<file path="src/design/chm_pkg.sv">
package chm_pkg;
  localparam int MAX_BUCKETS = 64;
  localparam int POOL_NODES = 256;
  localparam int BW = $clog2(MAX_BUCKETS);
  localparam int NW = $clog2(POOL_NODES);
  localparam int PW = NW + 1;
  localparam logic [PW-1:0] NIL = PW'(POOL_NODES);

  localparam logic [1:0] CMD_INSERT = 2'd0;
  localparam logic [1:0] CMD_FIND = 2'd1;
  localparam logic [1:0] CMD_REMOVE = 2'd2;

  localparam logic [1:0] ST_OK = 2'd0;
  localparam logic [1:0] ST_MISS = 2'd1;
  localparam logic [1:0] ST_FULL = 2'd2;

  typedef struct packed {
    logic [1:0] status;
    logic [31:0] handle;
  } result_t;
endpackage

</file>
<file path="src/design/chm_mod.sv">
module chm_mod (
  input  logic clk,
  input  logic rst,
  input  logic start,
  input  logic [31:0] key,
  input  logic [6:0] cnt,
  output logic busy,
  output logic [chm_pkg::BW-1:0] bucket
);
  import chm_pkg::*;
  // Restoring remainder, one bit of the key per cycle.
  logic [31:0] sh;
  logic [7:0] rem;
  logic [6:0] d;
  logic [5:0] n;
  logic [7:0] t;
  always_comb begin
    t = {rem[6:0], sh[31]};
  end
  always_ff @(posedge clk) begin
    if (rst) begin
      busy <= 1'b0;
    end else if (start) begin
      busy <= 1'b1;
      sh <= key;
      rem <= '0;
      n <= '0;
      if (cnt == 7'd0) d <= 7'd1;
      else if (cnt > 7'(MAX_BUCKETS)) d <= 7'(MAX_BUCKETS);
      else d <= cnt;
    end else if (busy) begin
      sh <= {sh[30:0], 1'b0};
      rem <= (t >= {1'b0, d}) ? t - {1'b0, d} : t;
      n <= n + 6'd1;
      if (n == 6'd31) busy <= 1'b0;
    end
  end
  assign bucket = BW'(rem);
endmodule

</file>
<file path="config.mk">
export PLATFORM = sky130hd
export DESIGN_NAME = chm_mod
export DESIGN_NICKNAME = d
export VERILOG_FILES = /design/src/design/chm_pkg.sv /design/src/design/chm_mod.sv
export SDC_FILE = /design/constraint.sdc
export NUM_CORES = 1
export LEC_CHECK = 0
export BUFFER_PORTS_ARGS = -buffer_cell sky130_fd_sc_hd__buf_2
export CAP_MARGIN = 25
export CORE_MARGIN = 4
export CORE_UTILIZATION = 40
export DETAILED_ROUTE_END_ITERATION = 16
export PLACE_DENSITY = 0.69
export SLEW_MARGIN = 20
export SYNTH_ARGS = -nofsm -noshare
export SYNTH_HDL_FRONTEND = slang
export SYNTH_SLANG_ARGS = --single-unit
</file>
<file path="constraint.sdc">
create_clock -name clk -period 8.4 [get_ports clk]
set_input_delay 0.42 -clock clk [delete_from_list [all_inputs] [get_ports clk]]
set_output_delay 0.42 -clock clk [all_outputs]
set_load 0.01 [all_outputs]
</file>
==> results of run 1 <==
[flip-flops by register name (all words and copies together) (netlist names)]
register / cells
d: 7
busy: 1
n: 6
rem: 7
sh: 32
[worst paths after layout]
path / end / slack (ps) / cells after the start
setup / recovery: rem[6]$_SDFFCE_PP0P_ / 5840 / 9
hold / removal: busy$_SDFF_PP0_ / 340 / 2
setup reg to reg: rem[6]$_SDFFCE_PP0P_ / 5840 / 9
hold reg to reg: sh[11]$_DFFE_PP_ / 560 / 1
[stage by stage]
| stage | hold WS (ps) | instance area [µm²] | setup WS [ps] | power, µW |
|---|---|---|---|---|
| after floorplan | 499 | 2640 | 4910 | 396 |
| final | 342 | 3020 | 5840 | 582 |
| after global placement | 530 | 2910 | 5880 | 418 |
| after detailed placement | 535 | 2910 | 5860 | 419 |
| after CTS | 325 | 3020 | 5830 | 589 |
| after global routing | 317 | 3020 | 5700 | 612 |
[routing by layer]
| layer | part of all wire, % | track usage (%) |
|---|---|---|
| met1 | 47 | 15.9 |
| met2 | 45 | 18.6 |
| met3 | 6.4 | 3.69 |
| met4 | 1.2 | 4.06 |
| met5 | 0 | 0 |
[area by class of cell]
class | count | area (µm²)
Clock buffer | 5 | 68.8
Clock inverter | 3 | 41.3
Fill cell | 582 | 3370
Inverter | 11 | 41.3
Multi-Input combinational cell | 115 | 941
Sequential cell | 53 | 1580
Tap cell | 77 | 96.3
Timing Repair Buffer | 49 | 248
[power groups by stage]
stage | combinational, µW | clock (µW) | sequential [µW]
6_report | 90.3 | 169 | 322
5_1_grt | 101 | 186 | 324
4_1_cts | 91.2 | 176 | 322
3_5_place_dp | 90.4 | 0 | 328
3_3_place_gp | 89.5 | 0 | 328
2_1_floorplan | 69.5 | 0 | 326
[placed cells by master, fill, tap and decap left out, drive strengths merged, types with 2 or more instances in the layout]
cell type / Yosys / layout
inv: 11 / 11
nor3b: 3 / 3
edfxtp: 52 / 52
nand2: 2 / 2
xor2: 3 / 3
a211oi: 3 / 3
nor2b: 10 / 10
nor2: 18 / 18
nor4b: 2 / 2
ha: 8 / 8
clkbuf: 5 / 5
mux2i: 3 / 3
a21oi: 6 / 6
xnor2: 3 / 3
nand3: 2 / 2
mux2: 32 / 32
buf: 8 / 49
o21ai: 5 / 5
or2: 2 / 2
nor3: 2 / 2
[kinds of logic after synthesis]
family	after synthesis	synth area share, %
xor gates and xnor gates	6	1.99
adders and majority gates	9	4.56
AOI/OAI and AO/OA	19	4.75
buffers and inverters	24	4.56
muxes	35	14.8
DFF	53	60.0
and+or+nand+nor	46	9.31
==> flow_summary_export.csv, run 1 <==
group,metric,value,unit
finish,drive_above_1_share,38.6,%
die,core_area,6390,µm²
pwr,ir_drop,127,µV
clocking,cts_resized,0,
die,fp.dieH,89.2,µm
global_route,grt_util_all_layers,11.9,%
routing,firstDrtPassIters,4,
critical_path,cp_max_fo,11,
die,num_rows,29,
global_route,grt_max_degree,48,
critical_path,cp_cell_sequence,"inv_1 > ha_1 > inv_1 > fa_1 > a211oi_2 > o211ai_1 > a311o_1 > or2_2 > a21oi_1",
die,design.portCount,49,
pwr,seqPwrFrac,55.4,%
routing,wl_per_cell,14.1,µm
logic_synthesis,synth-seq-cells,53,
logic_synthesis,syn_inst,192,
clocking,cts_max_level,2,
logic_synthesis,yosysSeqAreaShare,60.0,%
finish,final_util,47.3,%
pwr,power.share.clock,29.1,%
logic_synthesis,async_flop_share,0,%
critical_path,startpoint_type,"flip-flop",
place,dp_hpwl,3100,µm
logic_synthesis,synth_common_cells,"edfxtp_1, mux2_2, nor2_1, inv_1, nor2b_1",
timing,skew,2.87,ps
logic_synthesis,synth_top_cell_area_share,59.3,%
timing,rsz0062_at_grt,"false",
logic_synthesis,synth_edf_count,52,
routing,drc_errors,0,
routing,viasPerCell,5.02,
logic_synthesis,synth.distinct_cells,36,
critical_path,cp_slowest_cell,"a311o_1",
clocking,clk_pin_slew_worst_paths,90,ps
logic_synthesis,post-synth-top-count-cell,"edfxtp_1",
critical_path,crit_type,"flip-flop to flip-flop",
worst_hold_path,hold_class,"primary input to flip-flop",
finish,nets,286,
worst_hold_path,hp-start,"rst",
critical_path,max_stage_delay,490,ps
timing,period_minus_slack,2560,ps
pwr,power.switching,135,µW
logic_synthesis,ys.flop_type,"edfxtp_1",
timing,worst_slew_pin_slew,954,ps
finish,syn_to_final_growth,14.5,%
pwr,internal_power,447,µW
critical_path,cp_common_cell,"inv_1",
routing,via_count,1571,
pwr,combinationalPowerShare,15.5,%
pwr,powerDensity,193,nW/µm²
logic_synthesis,yosys_warnings,0,
global_route,grt_antenna_before_repair,0,
timing,hold_viol,0,
timing,slew_viol_final,0,
routing,drtAntennaViolNets,0,
routing,wl,4410,µm
pwr,leakage,0.00116,µW
critical_path,rr_startpoint,"sh[31]$_DFFE_PP_",
timing,slew_headroom,36.4,%
die,die_w,89.2,µm
timing,finalSetupViolations,0,
die,start_util,41.3,%
timing,max_freq,391,MHz
pwr,sw_frac_of_total,23.2,%
critical_path,required,8550,ps
global_route,gr-total-overflow,0,
place,placed_cells,305,
clocking,post-cts-setup-buffers,0,
critical_path,end_kind,"flip-flop",
logic_synthesis,synth_top_cell_by_area,"edfxtp_1",
finish,layout.cells.non_filler,313,
clocking,cts_sinks,53,
finish,antenna_cells,0,
critical_path,critical_path_buf_inv_count,2,
logic_synthesis,synth_area_leaders,"edfxtp_1, mux2_2, ha_1",
timing,fin_crit_sh,30.5,%
place,io_buffer_count,48,
clocking,clockRootBuffer,"clkbuf_8",
logic_synthesis,syn-num-nets,243,
clocking,cts.path.max_buffers,2,
global_route,grt_pass1_wl,7260,µm
logic_synthesis,syn_area,2640,µm²
clocking,tritoncts,"built",
clocking,cts_made_buffers,5,
clocking,clk_latency,300,ps
timing,fin_tns_setup,0,ps
critical_path,critPathArrivalTime,2710,ps
global_route,grt_pass1_vias,1537,
critical_path,startpoint,"sh[31]$_DFFE_PP_",
critical_path,critical_path.top_delay_family,"compound AO/OA/AOI/OAI gates",
logic_synthesis,synth_area_per_cell,13.7,µm²
flow_run,maxCapViolations,0,
die,die_area,7950,µm²
status,status,"finished, final reports clean",
routing,drtIter0Drc,65,
clocking,hold_buffers,0,
place,gp_congestion,0.872,
No activity file was read; power rests on OpenSTA's default activity.
==> run 2, diff against run 1 <==
PLACE_DENSITY = 0.71   (was 0.69)
clock period = 2.05 ns   (was 8.4 ns; I/O delays follow)
==> flow_summary_export.csv, run 2 (same netlist as run 1, synthesis figures left out) <==
group,metric,value,unit
status,status,"finished with violations",
status,violations,"negative setup slack",
finish,layout.cells.non_filler,336,
pwr,combinationalPowerShare,19.0,%
routing,drtIter0Drc,61,
worst_hold_path,hold_class,"primary input to flip-flop",
clocking,clk_pin_slew_worst_paths,100,ps
clocking,cts_sinks,53,
timing,max_freq,422,MHz
finish,post-route-cell-area,3180,µm²
routing,drtAntennaViolNets,0,
global_route,gr-total-overflow,0,
place,gp_congestion,0.811,
clocking,cts_max_level,2,
routing,firstDrtPassIters,4,
clocking,hold_buffers,0,
routing,via_count,1668,
timing,rsz0062_at_grt,"true",
routing,viasPerCell,4.96,
pwr,power.share.clock,24.8,%
pwr,ir_drop,396,µV
die,die_area,7950,µm²
critical_path,r2r_setup_slack,-320,ps
die,die_w,89.2,µm
finish,antenna_cells,0,
flow_run,maxCapViolations,0,
die,num_rows,29,
pwr,power.switching,575,µW
timing,holdWs,13.5,ps
timing,finalSetupViolations,7,
place,placed_cells,325,
finish,final_common_cell,"edfxtp_1",
global_route,grt_pass1_wl,7600,µm
die,fp.dieH,89.2,µm
finish,syn_to_final_growth,20.7,%
global_route,grt_util_all_layers,12.9,%
place,io_buffer_count,48,
finish,drive_above_1_share,45.6,%
critical_path,critPathArrivalTime,2540,ps
critical_path,crit_type,"flip-flop to flip-flop",
finish,largest_reg_flops,32,
die,core_area,6390,µm²
routing,drc_errors,0,
global_route,grt_pass1_vias,1674,
global_route,grt_antenna_before_repair,0,
timing,worst_slew_pin_slew,518,ps
routing,wl,4710,µm
pwr,seqPwrFrac,56.2,%
timing,period_minus_slack,2370,ps
finish,largest-register,"sh",
finish,reg_top3,"sh: 32 flops, d: 7 flops, rem: 7 flops",
pwr,internal_power,1770,µW
place,dpl-instance-area,3060,µm²
clocking,tritoncts,"built",
finish,nets,309,
timing,skew,11.9,ps
die,start_util,41.3,%
timing,fin_crit_sh,116,%
critical_path,cp_max_fo,9,
routing,wl_per_cell,14.0,µm
critical_path,end_kind,"flip-flop",
die,design.portCount,49,
clocking,cts.path.max_buffers,2,
pwr,leakage,0.00126,µW
critical_path,required,2220,ps
timing,fin_ws,-320,ps
clocking,clockRootBuffer,"clkbuf_8",
timing,hold_viol,0,
critical_path,startpoint_type,"flip-flop",
timing,slew_viol_final,0,
place,dp_hpwl,3520,µm
timing,slew_headroom,65.5,%
pwr,sw_frac_of_total,24.5,%
pwr,powerDensity,737,nW/µm²
clocking,clk_latency,310,ps
clocking,cts_made_buffers,5,
global_route,grt_max_degree,26,
finish,mostFrequentLayoutCells,"edfxtp_1, buf_2, mux2_2",
-- run 2: path summary, 6_finish.rpt --
kind | from | to | cells past startpoint
max | sh[31]$_DFFE_PP_ | rem[5]$_SDFFCE_PP0P_ | 10
min | rst | busy$_SDFF_PP0_ | 2
max reg2reg | sh[31]$_DFFE_PP_ | rem[5]$_SDFFCE_PP0P_ | 10
min reg2reg | sh[15]$_DFFE_PP_ | sh[16]$_DFFE_PP_ | 1
-- run 2: repair_timing --
| action | 4_1_cts | 5_1_grt |
|---|---|---|
| resized for setup | 1 | 4 |
| buffers inserted | 2 | 1 |
| setup endpoints to repair | 7 | 7 |
| endpoints found under the hold margin | 0 | 0 |
| pin swaps | 1 | 0 |
-- run 2: critical path: stages, from the launching register on --
cell and delay (ps):
edfxtp_1 410, inv_1 70, ha_2 180, inv_2 40, fa_2 340, a211oi_2 210, o211ai_1 130, a311o_1 370
buf_6 160, or2_1 210, a21oi_2 110
-- run 2: area by class of cell --
cell class	instances	area, µm²
repair buffers	72	424
clock inverters	2	15.0
well taps	77	96.3
flip-flops and latches	53	1580
clock buffers	6	72.6
inverters	11	41.3
multi-input cells	115	950
fillers	598	3210
-- run 2: through the flow --
| step | utilization [%] | total power (µW) | worst slack, ps | setup TNS (ps) |
|---|---|---|---|---|
| 4_1_cts | 49.6 | 2370 | -287 | -1710 |
| 3_3_place_gp | 47.9 | 1760 | -284 | -1810 |
| 2_1_floorplan | - | 1620 | -214 | -1380 |
| 3_5_place_dp | 47.9 | 1780 | -319 | -1990 |
| 6_report | 49.8 | 2340 | -320 | -1970 |
| 5_1_grt | 49.8 | 2480 | -479 | -3010 |
-- run 2: per-layer routing --
metal	part of all wire (%)	wire length (µm)	vias to the layer above	track usage, %
met3	5.9	278	6	5.07
met4	1.5	73	0	4.87
met1	43	2030	798	15.5
li1	-	-	830	-
met5	0	0	-	0
met2	50	2340	34	21.0
-- run 2: power by group through the flow --
stage	combinational [µW]	sequential, µW	clock (µW)
final	445	1320	582
after global routing	495	1330	663
after CTS	444	1320	607
after detailed placement	434	1340	0
after global placement	424	1340	0
after floorplan	287	1330	0
==> run 3, diff against run 2 <==
REMOVE_ABC_BUFFERS = 1   (was default)
TNS_END_PERCENT = 20   (was default)
==> flow_summary_export.csv, run 3 (same netlist as run 1, synthesis figures left out) <==
group,metric,value,unit
pwr,leakage,0.00124,µW
clocking,clk_pin_slew_worst_paths,100,ps
routing,wl_per_cell,13.8,µm
die,die_area,7950,µm²
critical_path,startpoint_type,"flip-flop",
global_route,grt_util_all_layers,12.4,%
timing,max_freq,426,MHz
timing,fin_ws,-299,ps
global_route,grt_pass1_wl,7540,µm
finish,nets,302,
worst_hold_path,hold_class,"primary input to flip-flop",
critical_path,cp_max_fo,3,
finish,post-route-cell-area,3130,µm²
critical_path,startpoint,"sh[31]$_DFFE_PP_",
global_route,gr-total-overflow,0,
finish,syn_to_final_growth,18.8,%
pwr,seqPwrFrac,56.9,%
die,fp.dieH,89.2,µm
finish,layout.cells.non_filler,329,
routing,wl,4550,µm
finish,fillerInstances,586,
finish,final_common_cell,"edfxtp_1",
timing,rsz0062_at_grt,"true",
place,dp_hpwl,3330,µm
place,place_ws,-347,ps
critical_path,rr_startpoint,"sh[31]$_DFFE_PP_",
place,gp_congestion,0.817,
die,num_rows,29,
critical_path,crit_type,"flip-flop to flip-flop",
die,die_w,89.2,µm
status,status,"finished with violations",
die,start_util,41.3,%
finish,reg_top3,"sh: 32 flops, d: 7 flops, rem: 7 flops",
place,placed_cells,320,
clocking,cts_sinks,53,
critical_path,r2r_end,"rem[5]$_SDFFCE_PP0P_",
critical_path,end_kind,"flip-flop",
clocking,cts.path.max_buffers,2,
timing,fin_crit_sh,115,%
flow_run,maxCapViolations,0,
timing,period_minus_slack,2350,ps
clocking,clockRootBuffer,"clkbuf_8",
place,io_buffer_count,48,
critical_path,critPathArrivalTime,2510,ps
global_route,grt_max_degree,46,
clocking,tritoncts,"built",
routing,drc_errors,0,
pwr,powerDensity,739,nW/µm²
pwr,ir_drop,409,µV
critical_path,required,2210,ps
timing,skew,9.95,ps
critical_path,cp-endpoint,"rem[5]$_SDFFCE_PP0P_",
critical_path,r2r_setup_slack,-300,ps
finish,regArea,1580,µm²
finish,largest-register,"sh",
finish,largest_reg_flops,32,
clocking,clk_latency,300,ps
finish,final_util,49.0,%
routing,drtIter0Drc,41,
finish,mostFrequentLayoutCells,"edfxtp_1, buf_2, mux2_2",
die,core_area,6390,µm²
finish,multi_input_area,943,µm²
finish,drive_above_1_share,42.9,%
pwr,power.share.clock,24.4,%
timing,holdWs,25.9,ps
pwr,sw_frac_of_total,24.1,%
routing,drtAntennaViolNets,0,
global_route,grt_pass1_vias,1630,
timing,hold_viol,0,
timing,finalSetupViolations,7,
routing,firstDrtPassIters,4,
status,violations,"negative setup slack",
timing,worst_slew_pin_slew,669,ps
clocking,cts_made_buffers,5,
global_route,grt_antenna_before_repair,0,
place,dpl-instance-area,3030,µm²
pwr,combinationalPowerShare,18.7,%
critical_path,r2r_cells,10,
routing,viasPerCell,4.97,
clocking,cts_max_level,2,
finish,antenna_cells,0,
routing,via_count,1635,
pwr,internal_power,1760,µW
timing,slew_headroom,55.3,%
die,design.portCount,49,
pwr,power.switching,557,µW
timing,slew_viol_final,0,
-- run 3: cell count changes in the layout (fill, tap and decap cells not counted), sizes merged --
cell      delta
clkinv       +2
clkinvlp     -2
buf          -7
-- run 3: repair_timing --
action / 4_1_cts / 5_1_grt
gates resized for setup: 2 / 0
hold buffers: 0 / 0
setup endpoints to repair: 7 / 7
pin swaps: 3 / 2
setup buffers: 1 / 0
-- run 3: worst min path at each step --
stage,from,end,slack [ps],depth (start not counted)
after global routing,rst,busy$_SDFF_PP0_,40,2
after floorplan,rst,busy$_SDFF_PP0_,180,1
after detailed placement,rst,busy$_SDFF_PP0_,340,2
after CTS,rst,busy$_SDFF_PP0_,20,2
after global placement,rst,busy$_SDFF_PP0_,340,2
final,rst,busy$_SDFF_PP0_,30,2
-- run 3: per-layer routing --
metal / routed length (µm) / track usage, % / vias to the layer above
li1: - / - / 812
met1: 2010 / 16.3 / 781
met2: 2190 / 19.6 / 36
met3: 305 / 4.33 / 6
met4: 48 / 3.65 / 0
met5: 0 / 0 / -
-- run 3: power by group through the flow --
stage / clock (µW) / sequential [µW] / combinational, µW
final: 565 / 1320 / 431
after global routing: 640 / 1320 / 481
after CTS: 594 / 1320 / 436
after detailed placement: 0 / 1340 / 426
after global placement: 0 / 1340 / 418
after floorplan: 0 / 1340 / 244
-- run 3: cell type report --
| class | count | area share, % |
|---|---|---|
| Tap cell | 77 | 3.08 |
| Clock inverter | 2 | 0.320 |
| Multi-Input combinational cell | 115 | 30.1 |
| Timing Repair Buffer | 65 | 12.3 |
| Clock buffer | 6 | 2.32 |
| Inverter | 11 | 1.32 |
| Sequential cell | 53 | 50.5 |
-- run 3: metrics by stage --
step / total power (µW) / setup TNS (ps)
5_1_grt: 2450 / -2640
2_1_floorplan: 1590 / -34310
3_3_place_gp: 1760 / -1800
3_5_place_dp: 1770 / -2190
4_1_cts: 2350 / -2210
6_report: 2310 / -1920
-- run 3: worst max-delay path: stages, from the launching register on --
cell	delay (ps)
edfxtp_1	390
inv_1	70
ha_1	160
inv_1	60
fa_2	350
a211oi_2	230
o211ai_1	120
a311o_1	370
buf_4	160
or2_0	190
a21oi_1	120
